## src/text_console_writer_defines.svh

```systemverilog
// Assertion macros shared by the console RTL.
// Depends on nothing; included by the files that carry assertions.
`ifndef TEXT_CONSOLE_WRITER_DEFINES_SVH
`define TEXT_CONSOLE_WRITER_DEFINES_SVH

`ifndef ASSERT_OFF
`define TCW_ASSERT(lbl, clk, rst, prop, msg) \
  lbl: assert property (@(posedge clk) disable iff (rst) (prop)) else $error(msg);
`define TCW_ASSERT_IMP(lbl, clk, rst, ante, cons, msg) \
  lbl: assert property (@(posedge clk) disable iff (rst) (ante) |-> cons) else $error(msg);
`else
`define TCW_ASSERT(lbl, clk, rst, prop, msg)
`define TCW_ASSERT_IMP(lbl, clk, rst, ante, cons, msg)
`endif

`endif

```

## src/tcw_pkg.sv

```systemverilog
// Package for the text console writer: payload types, request codes and defaults.
// Depends on nothing.
package tcw_pkg;

  localparam int WIDTH_DEF  = 80;
  localparam int HEIGHT_DEF = 25;

  localparam int MODE_W     = 2;
  localparam int CHAR_W     = 8;
  localparam int CELL_IDX_W = 11;
  localparam int CUR_OUT_W  = 7;

  localparam logic [MODE_W-1:0] MODE_PUT   = 2'd0;
  localparam logic [MODE_W-1:0] MODE_CLEAR = 2'd1;
  localparam logic [MODE_W-1:0] MODE_READ  = 2'd2;

  localparam logic [CHAR_W-1:0] CH_NEWLINE  = 8'd10;
  localparam logic [CHAR_W-1:0] CH_TAB      = 8'd9;
  localparam logic [CHAR_W-1:0] CH_PRINT_LO = 8'd32;
  localparam logic [CHAR_W-1:0] CH_PRINT_HI = 8'd126;
  localparam int                TAB_STEP    = 4;

  typedef struct packed {
    logic [MODE_W-1:0]     mode;
    logic [CHAR_W-1:0]     char_code;
    logic [CELL_IDX_W-1:0] cell_index;
  } req_t;

  typedef struct packed {
    logic [CHAR_W-1:0]    cell_value;
    logic [CUR_OUT_W-1:0] cursor_col;
  } rsp_t;

endpackage

```

## src/tcw_cell_addr.sv

```systemverilog
// Turns a row-major screen index into a physical RAM address over three stages.
// Depends on tcw_pkg for the index width.
module tcw_cell_addr #(
  parameter int WIDTH  = tcw_pkg::WIDTH_DEF,
  parameter int HEIGHT = tcw_pkg::HEIGHT_DEF
) (
  input  logic                                clk,
  input  logic                                rst,
  input  logic                                start,
  input  logic [tcw_pkg::CELL_IDX_W-1:0]      cell_index,
  input  logic [$clog2(HEIGHT)-1:0]           top,
  output logic                                done,
  output logic [$clog2(HEIGHT)-1:0]           phys,
  output logic [$clog2(WIDTH*HEIGHT)-1:0]     addr
);

  localparam int IW    = tcw_pkg::CELL_IDX_W;
  localparam int RW    = $clog2(HEIGHT);
  localparam int CLW   = $clog2(WIDTH);
  localparam int AW    = $clog2(WIDTH * HEIGHT);
  // Reciprocal of WIDTH, exact for every IW-bit dividend.
  localparam int SH    = IW + $clog2(WIDTH);
  localparam int RECIP = ((1 << SH) + WIDTH - 1) / WIDTH;
  localparam int PW    = SH + IW;

  logic          s1, s2, s3;
  logic [PW-1:0] prod;
  logic [IW-1:0] idx1;
  logic [RW-1:0] row;
  logic [RW:0]   psum;
  logic [RW-1:0] phys_d;
  logic [CLW-1:0] col_d;
  logic [CLW-1:0] col;

  always_ff @(posedge clk) begin
    if (rst) begin
      s1 <= 1'b0;
      s2 <= 1'b0;
      s3 <= 1'b0;
    end else begin
      s1 <= start;
      s2 <= s1;
      s3 <= s2;
    end
  end

  always_comb begin
    row    = RW'(prod >> SH);
    col_d  = CLW'(32'(idx1) - 32'(row) * WIDTH);
    psum   = (RW+1)'(top) + (RW+1)'(row);
    phys_d = (psum >= (RW+1)'(HEIGHT)) ? RW'(psum - (RW+1)'(HEIGHT)) : RW'(psum);
  end

  always_ff @(posedge clk) begin
    if (start) begin
      prod <= PW'(cell_index) * PW'(RECIP);
      idx1 <= cell_index;
    end
    if (s1) begin
      phys <= phys_d;
      col  <= col_d;
    end
    if (s2) begin
      addr <= AW'(32'(phys) * WIDTH + 32'(col));
    end
  end

  assign done = s3;

endmodule

```

## config.mk

```make
export PLATFORM = sky130hd
export DESIGN_NAME = tcw_cell_addr
export DESIGN_NICKNAME = d
export VERILOG_FILES = /design/src/text_console_writer_defines.svh /design/src/tcw_pkg.sv /design/src/tcw_cell_addr.sv
export SDC_FILE = /design/constraint.sdc
export NUM_CORES = 1
export LEC_CHECK = 0
export ABC_CLOCK_PERIOD_IN_PS = 7100
export BUFFER_PORTS_ARGS = -buffer_cell sky130_fd_sc_hd__buf_2
export CORE_MARGIN = 2
export CORE_UTILIZATION = 55
export DETAILED_ROUTE_END_ITERATION = 6
export GPL_TIMING_DRIVEN = 0
export HOLD_SLACK_MARGIN = 0.1
export PLACE_DENSITY = 0.75
export SETUP_SLACK_MARGIN = 0.15
export SYNTH_ARGS = -nofsm -noshare
export SYNTH_HDL_FRONTEND = slang
export SYNTH_SLANG_ARGS = --single-unit
```

## constraint.sdc

```tcl
create_clock -name clk -period 7.1 [get_ports clk]
set_clock_uncertainty 0.05 [all_clocks]
set_input_delay 0.355 -clock clk [delete_from_list [all_inputs] [get_ports clk]]
set_output_delay 0.355 -clock clk [all_outputs]
set_load 0.01 [all_outputs]
```

Yosys cells after proc, flatten, opt, wreduce, memory -nomap -nowiden
Index checks and enable logic that the tools add are counted.
- flip-flop bits (word level): 56
- bits of input ports: 19
- output and inout port bits: 17
- logic and storage cells: 17
- add/subtract/negate cells: 4
- $mul: 3
- magnitude comparators: 1
- muxes and demuxes: 1
- operator list (cell ; count):
    $mul 11x12->23 const B ; 1
    $add 11x7->11 ; 1
    $mul 5x3->7 const B ; 1
    $sub 7x7->7 ; 1
    $add 5x5->6 ; 1
    $ge 6x5->1 const B ; 1
    $mul 5x3->3 const B ; 1
    $mux 5 ; 1
    $sub 5x5->5 const B ; 1

Logic depth before layout (Yosys ltp)
Gate-level depths: netlist of run 1.
- depth after elaboration: 3
- depth in mapped cells: 18
- mapped depth without buffers: 18

Worst setup path before layout of run 1
No wires, ideal clock.
- path type: input port to flip-flop
- from: input cell_index[9] (netlist bit)
- to: register prod[22], data pin
- setup time: 260 ps
- arrival: 3983 ps
- data required time: 6790 ps
- slack: 2807 ps
- stages: 16
- path buffers: 0
- cell sequence: inv_1 ha_1 inv_1 fa_1 fa_1 inv_1 fa_1 fa_1 inv_1 ha_1 o211ai_1 a211oi_1 a22oi_2 o211ai_2 a21oi_1 xnor2_1
- longest elaborated chain between the ends: 1
- ends and longest elaborated chain (element ; line ; source):
    from (decl) ; tcw_cell_addr.sv:10 ; input logic [tcw_pkg::CELL_IDX_W-1:0] cell_index,
    $mul 11x12->23 ; tcw_cell_addr.sv:56 ; prod <= PW'(cell_index) * PW'(RECIP);
    to (signal assigned) ; tcw_cell_addr.sv:56 ;
    to (decl) ; tcw_cell_addr.sv:27 ; logic [PW-1:0] prod;
Every way passes these cells.
A chain may end at the register's enable or synchronous reset.

Worst setup path in the final report of run 1
Ends and elaborated chain as after synthesis.

==> results.ini, run 1 <==
[hold_path]
hold_start = rst
hold_path_depth = 2
min_path_type = primary input to register
min_to = done

[global_route]
overflow = 0
antenna_found_initial = 0
grt_max_degree = 14
grt_pass1_vias = 2448
grt_pass1_wl_um = 10700
grt_usage_pct = 17.8

[cts]
htree_levels = 2
cts_buffers = 5
cts_buffer_depth = 2
clk_latency_ps = 290
clockRootBuffer = clkbuf_8
clk_pin_slew_ps = 80
post_cts_resize_count = 0
clock-sinks = 38
cts_setup_buffers = 0
cts_tree = yes
ctsHoldBuffers = 0

[final_layout]
seq_area_sq_um = 1110
area_growth_pct = 11.2
num-nets-final = 517
n_fill_cell = 526
multi_input_area_sq_um = 2410
postLayoutCoreUtil_pct = 63.1
fin_cells = 477
antennaDiodeCount = 0
design_area_sq_um = 4290
drive_above_1_share_pct = 14.2

[detailed_routing]
drc = 0
vias_per_cell = 5.01
firstDrtPassIters = 4
vias = 2388
totalWireLength_um = 6100
wl_per_cell_um = 12.8
drtAntennaViolNets = 0
drtIter0Drc = 95

[synthesis]
netlist_area_sq_um = 3850
synth_nets = 475
netlist_instances = 338
synth.avg_cell_area_sq_um = 11.4
ys_ff_latch = 38
synth_cell_types = 41
yosys_warnings = 0
synth_seq_area_share_pct = 28.8

[worst_setup_path]
arrival_ps = 4390
r2r-start = prod[18]
crit_path_end_kind = register
timing.rr.end = phys[1]
reg2reg_depth = 8
crit_type = primary input to register
r2r_setup_slack_ps = 4630
startpoint_type = primary input
worstPathRequired_ps = 7080
crit_fanout = 4

[timing]
fmax_mhz = 227
worst_slew_pin_slew_ps = 512
fin_tns_setup_ps = 0
hold_violations = 0
slew_headroom_pct = 65.8
rsz0062_at_grt = no
period_needed_ps = 4410
period_share_pct = 62.1
setup_violations = 0
maxSlewViolCount = 0

[pwr]
p_leak_nw = 2.16
report.power.total_w = 0.00145
p_per_area_nw_per_um2 = 339
peakVddDrop_v = 0.000140

[die]
fp.coreArea_sq_um = 6790
initial_utilization_pct = 56.7
die_h_um = 87.7
io_pins = 36
die_width_um = 87.7
die-area_sq_um = 7690
rows = 30

[place]
io_buffers = 35
placed_cell_area_sq_um = 4150
dp_hpwl_um = 5300
dp_cells = 469
gp_congestion = 0.827

[status]
status = complete, no violations

[run]
max-cap-violations = 0

worst max path at each step:
| stage | from | end | slack, ps | depth (start not counted) |
|---|---|---|---|---|
| 2_1_floorplan | cell_index[9] | prod[22] | 2810 | 16 |
| 4_1_cts | cell_index[9] | prod[22] | 2660 | 17 |
| 6_report | cell_index[9] | prod[22] | 2690 | 17 |
| 5_1_grt | cell_index[9] | prod[22] | 2480 | 17 |
| 3_5_place_dp | cell_index[9] | prod[22] | 2330 | 17 |
| 3_3_place_gp | cell_index[3] | prod[22] | 2410 | 17 |
kinds of logic after synthesis:
family	Yosys count	share of synthesized area (%)
fa+ha+maj	118	45.1
flops	38	28.8
mux	3	0.941
compound gates	42	7.47
simple gates	29	4.32
xor+xnor	20	4.74
buf+inv	88	8.57
layout by cell type, fill, tap and decap left out, types with 4 or more instances in the layout:
master / instances
a21oi_1: 15
xnor2_1: 14
nand2_1: 5
inv_1: 86
nand4_1: 4
ha_1: 83
clkbuf_8: 5
nor2_1: 6
xor2_1: 5
buf_2: 35
edfxtp_1: 35
fa_1: 35
a21o_1: 5
nor2b_1: 4
critical path: stages:
cell      delay [ps]
buf_2            120
inv_1             50
ha_1             270
inv_1             70
fa_1             550
fa_1             520
inv_1             50
fa_1             510
fa_1             540
inv_1             40
ha_1             310
a21oi_1          180
a21oi_1          100
a22oi_2          270
o211ai_2         150
a21oi_1          200
xnor2_1          100
synthesized netlist by cell type:
cell type	n	area share, %
nor2_1	6	0.58
a211oi_1	2	0.39
nand3b_1	1	0.19
fa_1	35	18
mux2_4	1	0.39
a21boi_2	1	0.29
edfxtp_1	35	27
nand4b_1	2	0.45
a31oi_1	1	0.16
o21ai_0	3	0.39
nor3b_1	2	0.39
buf_1	1	0.097
and3_1	1	0.16
o211ai_2	1	0.32
o22ai_1	2	0.32
dfxtp_1	3	1.6
ha_1	83	27
xor2_1	5	1.1
a21oi_1	15	1.9
nand2_1	5	0.49
o21ba_4	1	0.42
nor2b_1	4	0.65
o21ai_1	2	0.26
nor3_1	1	0.13
a22oi_2	1	0.32
and2_1	1	0.16
or2_2	1	0.16
a21boi_1	1	0.19
clkbuf_1	1	0.097
nand4_1	4	0.65
xnor2_2	1	0.42
nand4bb_1	1	0.29
a21oi_2	2	0.45
o21ai_2	1	0.23
mux2i_1	1	0.26
mux2_2	1	0.29
xnor2_1	14	3.2
inv_1	86	8.4
o211ai_1	1	0.19
a21o_1	5	0.97
o21a_1	3	0.58
power breakdown:
| part | internal [W] | switching [W] | total [W] | leakage, nW |
|---|---|---|---|---|
| Clock | 0.000141 | 0.0000763 | 0.000217 | 0.0683 |
| Combinational | 0.000406 | 0.000468 | 0.000874 | 1.73 |
| Sequential | 0.000334 | 0.0000277 | 0.000362 | 0.357 |
| Total | 0.000880 | 0.000572 | 0.00145 | 2.16 |
final cells by class:
type,instances,share of cell area (%)
clock buffers,5,1.61
flip-flops and latches,38,25.9
clock inverters,3,1.61
repair buffers,35,4.09
well taps,96,2.80
multi-input cells,212,56.3
inverters,86,7.53
plain buffers,2,0.175
sequential cells by signal (all words and copies together) (netlist names):
| name | flops |
|---|---|
| prod | 5 |
| col | 7 |
| s2 | 1 |
| s1 | 1 |
| done | 1 |
| idx1 | 7 |
| phys | 5 |
| addr | 11 |
layer usage:
metal  vias up  track usage, %  routed length, um
met5         -               0                  0
met1      1135            22.3               2700
met3         7            2.73                212
li1       1205               -                  -
met2        41            32.1               3120
met4         0            4.48                 63
metrics by stage:
step / setup slack, ps / hold WS, ps
2_1_floorplan: 2810 / 350
3_3_place_gp: 2410 / 350
3_5_place_dp: 2330 / 355
4_1_cts: 2660 / 196
5_1_grt: 2480 / 218
6_report: 2690 / 204
Note: power is estimated with default switching activity, not from simulation.
==> run 2: changes to the inputs <==
--- a/config.mk
+++ b/config.mk
@@ -5,7 +5,7 @@
 export SDC_FILE = /design/constraint.sdc
 export NUM_CORES = 1
 export LEC_CHECK = 0
-export ABC_CLOCK_PERIOD_IN_PS = 7100
+export ABC_CLOCK_PERIOD_IN_PS = 4300
 export BUFFER_PORTS_ARGS = -buffer_cell sky130_fd_sc_hd__buf_2
 export CORE_MARGIN = 2
 export CORE_UTILIZATION = 55
==> constraint.sdc (replaced) <==
create_clock -name clk -period 4.3 [get_ports clk]
set_clock_uncertainty 0.05 [all_clocks]
set_input_delay 0.215 -clock clk [delete_from_list [all_inputs] [get_ports clk]]
set_output_delay 0.215 -clock clk [all_outputs]
set_load 0.01 [all_outputs]
==> run 2 against run 1 <==
  * Sequential share of layout area down 1.2 points
  * Global-route usage up 1.1 points
  * Flip-flop and latch count unchanged
  * Die area unchanged
  * Critical path depth unchanged
  * Routed wire length up 6.3%
  * Core utilization up 3.0 points
==> results.ini, run 2 (same netlist as run 1, synthesis figures left out) <==
[worst_setup_path]
crit_fanout = 6
crit_type = primary input to register
startpoint_type = primary input
arrival_ps = 4020
crit_path_end_kind = register
worstPathRequired_ps = 4290

[cts]
cts_buffers = 5
clk_latency_ps = 290
cts_buffer_depth = 2
htree_levels = 2
clk_pin_slew_ps = 70
cts_tree = yes
clockRootBuffer = clkbuf_8
clock-sinks = 38

[final_layout]
fin_cells = 483
drive_above_1_share_pct = 20.7
area_growth_pct = 16.5
largest_reg_flops = 11
final_cell_mix = inv_1, ha_1, edfxtp_1
layout_commonest_cell = inv_1
n_fill_cell = 504
antennaDiodeCount = 0
num-nets-final = 523
seq_area_sq_um = 1110
top_register = addr
multi_input_area_sq_um = 2530
reg.largest.list = addr x11, col x7, idx1 x7

[run]
max-cap-violations = 0

[die]
initial_utilization_pct = 56.7
fp.coreArea_sq_um = 6790
die_width_um = 87.7
io_pins = 36
die_h_um = 87.7
rows = 30
die-area_sq_um = 7690

[timing]
period_share_pct = 93.7
slew_headroom_pct = 65.3
rsz0062_at_grt = yes
maxSlewViolCount = 0
hold_violations = 0
fin_tns_setup_ps = 0
fmax_mhz = 248
period_needed_ps = 4030
worst_slew_pin_slew_ps = 520
setup_violations = 0

[detailed_routing]
totalWireLength_um = 6490
wl_per_cell_um = 13.4
drc = 0
vias = 2431
drtAntennaViolNets = 0
vias_per_cell = 5.03
firstDrtPassIters = 4
drtIter0Drc = 54

[status]
status = complete, no violations

[place]
dp_hpwl_um = 5490
gp_congestion = 0.829
dp_cells = 469
io_buffers = 35

[global_route]
grt_max_degree = 14
overflow = 0
grt_pass1_wl_um = 11300
antenna_found_initial = 0
grt_pass1_vias = 2592
grt_usage_pct = 18.9

[pwr]
p_leak_nw = 2.19
p_per_area_nw_per_um2 = 561
peakVddDrop_v = 0.000227

[hold_path]
min_path_type = primary input to register

==> run 2: path summary, 6_finish.rpt <==
check             slack (ps)  depth (start not counted)          start        to
setup / recovery         270                         17  cell_index[2]  prod[21]
hold / removal           120                          1  cell_index[3]   idx1[3]
hold reg to reg          370                          0        idx1[2]    col[2]
setup reg to reg        1800                          8       prod[18]   phys[1]
==> run 2: per-stage QoR <==
| step | utilization, % | hold slack [ps] | power (W) | area [sq um] | setup WS, ps |
|---|---|---|---|---|---|
| 2_1_floorplan | - | 237 | 0.00173 | 3850 | 147 |
| 3_3_place_gp | 61.1 | 350 | 0.00197 | 4150 | -278 |
| 3_5_place_dp | 61.1 | 356 | 0.00206 | 4150 | -340 |
| 4_1_cts | 64.2 | 101 | 0.00248 | 4360 | 158 |
| 5_1_grt | 66.1 | 108 | 0.00278 | 4490 | 106 |
| 6_report | 66.1 | 118 | 0.00252 | 4490 | 272 |
==> run 2: repair_timing <==
action | in CTS | in global routing
endpoints found under the setup margin | 5 | 5
resized for setup | 10 | 28
hold endpoints to repair | 3 | 1
hold buffers | 1 | 1
setup buffers | 1 | 3
pin swaps | 13 | 25
==> run 2: where the power goes <==
| part | leakage [nW] | switching, W | internal, W |
|---|---|---|---|
| sequential | 0.357 | 0.0000461 | 0.000551 |
| clock | 0.0683 | 0.000126 | 0.000232 |
| combinational | 1.76 | 0.000825 | 0.000737 |
| total | 2.19 | 0.000997 | 0.00152 |
==> run 2: final cells by class <==
type | instances | area share (%)
multi-input combinational | 212 | 56.3
sequential | 38 | 24.8
inverter | 86 | 7.30
timing repair buffer | 41 | 5.69
tap | 96 | 2.68
clock buffer | 5 | 1.53
clock inverter | 3 | 1.53
buffer | 2 | 0.167
==> run 2: critical path, stage by stage <==
cell	delay (ps)
buf_4	150
ha_2	310
ha_1	280
inv_1	70
fa_1	480
inv_1	60
fa_1	520
inv_1	50
fa_1	500
inv_1	50
ha_1	320
a211oi_2	180
o21ai_1	100
a22oi_2	300
o211ai_2	140
buf_4	150
xor2_1	140
==> run 2: layer usage <==
layer | share of wire (%) | GRT usage (%)
met5 | 0 | 0
met3 | 2.4 | 2.54
met4 | 1.5 | 5.31
met1 | 42 | 22.6
met2 | 54 | 35.2
==> run 3: changes to the inputs <==
--- a/config.mk
+++ b/config.mk
@@ -6,13 +6,13 @@
 export NUM_CORES = 1
 export LEC_CHECK = 0
 export ABC_CLOCK_PERIOD_IN_PS = 4300
-export BUFFER_PORTS_ARGS = -buffer_cell sky130_fd_sc_hd__buf_2
 export CORE_MARGIN = 2
 export CORE_UTILIZATION = 55
 export DETAILED_ROUTE_END_ITERATION = 6
+export DONT_BUFFER_PORTS = 1
 export GPL_TIMING_DRIVEN = 0
 export HOLD_SLACK_MARGIN = 0.1
-export PLACE_DENSITY = 0.75
+export PLACE_DENSITY = 0.7
 export SETUP_SLACK_MARGIN = 0.15
 export SYNTH_ARGS = -nofsm -noshare
 export SYNTH_HDL_FRONTEND = slang
==> run 3 against run 2 <==
  * Sequential power rose by 3.7%
  * Clock-buffer cell count rose by 1
  * Hold slack improved by 150 ps
  * Worst setup slack got worse by 56 ps
  * Critical endpoint is now prod[22]
  * Largest cell class unchanged
  * Largest power group unchanged
  * Highest routed layer unchanged
==> results.ini, run 3 (same netlist as run 1, synthesis figures left out) <==
[die]
die_h_um = 87.7
initial_utilization_pct = 56.7
fp.coreArea_sq_um = 6790
die_width_um = 87.7
rows = 30
io_pins = 36
die-area_sq_um = 7690

[place]
pre_cts_ws_ps = -151
placed_cell_area_sq_um = 3970
io_buffers = 0
gp_congestion = 0.832
dp_hpwl_um = 5190

[final_layout]
area_growth_pct = 9.61
antennaDiodeCount = 0
num-nets-final = 492
design_area_sq_um = 4220
top_register = addr
final_cell_mix = inv_1, ha_1, edfxtp_1
reg.largest.list = addr x11, col x7, idx1 x7
drive_above_1_share_pct = 8.71
largest_reg_flops = 11
n_fill_cell = 542
layout_commonest_cell = inv_1

[worst_setup_path]
timing.rr.end = phys[1]
crit_type = primary input to register
r2r-start = prod[18]
startpoint_type = primary input
arrival_ps = 4060
r2r_setup_slack_ps = 1810
worstPathRequired_ps = 4280
cp-startpoint = cell_index[9]
crit_path_end_kind = register
crit_fanout = 4
cp-endpoint = prod[22]
reg2reg_depth = 8

[detailed_routing]
met3WireLength_um = 189
wl_per_cell_um = 14.2
totalWireLength_um = 6420
drtIter0Drc = 74
wl_met1_um = 2730
vias = 2314
wl_met2_um = 3340
drtAntennaViolNets = 0
drc = 0
highest_layer = met4
vias_per_cell = 5.12
firstDrtPassIters = 4

[timing]
maxSlewViolCount = 0
setup_ws_ps = 216
worst_slew_pin_slew_ps = 558
period_share_pct = 95.0
period_needed_ps = 4080
fmax_mhz = 245
setup_violations = 0
slew_headroom_pct = 62.7
rsz0062_at_grt = no
hold_violations = 0
hold_ws_ps = 268

[cts]
clk_pin_slew_ps = 70
cts_tree = yes
clk_latency_ps = 290
clockRootBuffer = clkbuf_8
clock-sinks = 38
cts_buffers = 5
htree_levels = 2
cts_buffer_depth = 2

[hold_path]
min_path_type = primary input to register

[global_route]
overflow = 0
antenna_found_initial = 0
grt_pass1_wl_um = 10200
grt_usage_pct = 17.3
grt_pass1_vias = 2282
grt_max_degree = 14

[pwr]
p_per_area_nw_per_um2 = 549
peakVddDrop_v = 0.000199
p_leak_nw = 2.03

[run]
max-cap-violations = 0

[status]
status = complete, no violations

==> run 3: changes by cell type in the layout (fill, tap and decap cells not counted), sizes merged <==
cell | before | now
dlygate4sd3 | 2 | 9
buf | 40 | 2
clkbuf | 6 | 7
bufinv | 2 | 0
clkinvlp | 0 | 1
==> run 3: metrics by stage <==
stage / setup TNS, ps / cells / util [%] / power [W]
CTS: 0 / 451 / 61.2 / 0.00227
detailed placement: -512 / 434 / 58.5 / 0.00200
floorplan: 0 / 338 / - / 0.00173
global placement: -253 / 434 / 58.5 / 0.00194
finish: 0 / 452 / 62.2 / 0.00232
global route: 0 / 452 / 62.2 / 0.00256
==> run 3: routing by layer <==
| layer | up-vias | track usage [%] |
|---|---|---|
| met5 | - | 0 |
| met4 | 0 | 6.57 |
| met3 | 13 | 3.11 |
| met2 | 45 | 30.5 |
| met1 | 1102 | 21.2 |
| li1 | 1154 | - |
==> run 3: worst max-delay path, cell delays in order <==
cell,delay [ps]
inv_1,20
ha_1,280
inv_2,50
fa_2,600
fa_1,420
inv_1,80
fa_1,440
fa_1,550
inv_1,70
ha_4,180
a211oi_1,310
o21ai_1,140
a22oi_2,280
o211ai_2,160
a21oi_2,150
xnor2_1,110
==> run 3: power breakdown <==
part           internal, W  total (W)  switching [W]
logic             0.000682    0.00145       0.000771
registers         0.000553   0.000620      0.0000666
clock network     0.000129   0.000246       0.000118
==> run 3: how the worst min path moves through the flow <==
stage	startpoint	end	slack [ps]	depth (start not counted)
2_1_floorplan	rst	done	240	1
3_3_place_gp	rst	done	240	1
3_5_place_dp	rst	done	240	1
4_1_cts	top[0]	phys[0]	260	2
5_1_grt	top[0]	phys[0]	290	2
6_report	top[0]	phys[0]	270	2
==> run 3: cell type report <==
type / count / area [sq um] / share of cell area [%]
buffer: 2 / 7.51 / 0.178
sequential: 38 / 1110 / 26.3
clock buffer: 6 / 82.6 / 1.95
clock inverter: 2 / 12.5 / 0.296
timing repair buffer: 10 / 97.6 / 2.31
multi-input combinational: 212 / 2470 / 58.5
tap: 96 / 120 / 2.84
inverter: 86 / 323 / 7.64
==> run 3: what timing repair did <==
action | in CTS | in global routing
setup endpoints to repair | 0 | 4
setup buffers | 0 | 1
gates resized for setup | 0 | 11
hold buffers | 9 | 0
hold endpoints to repair | 22 | 0
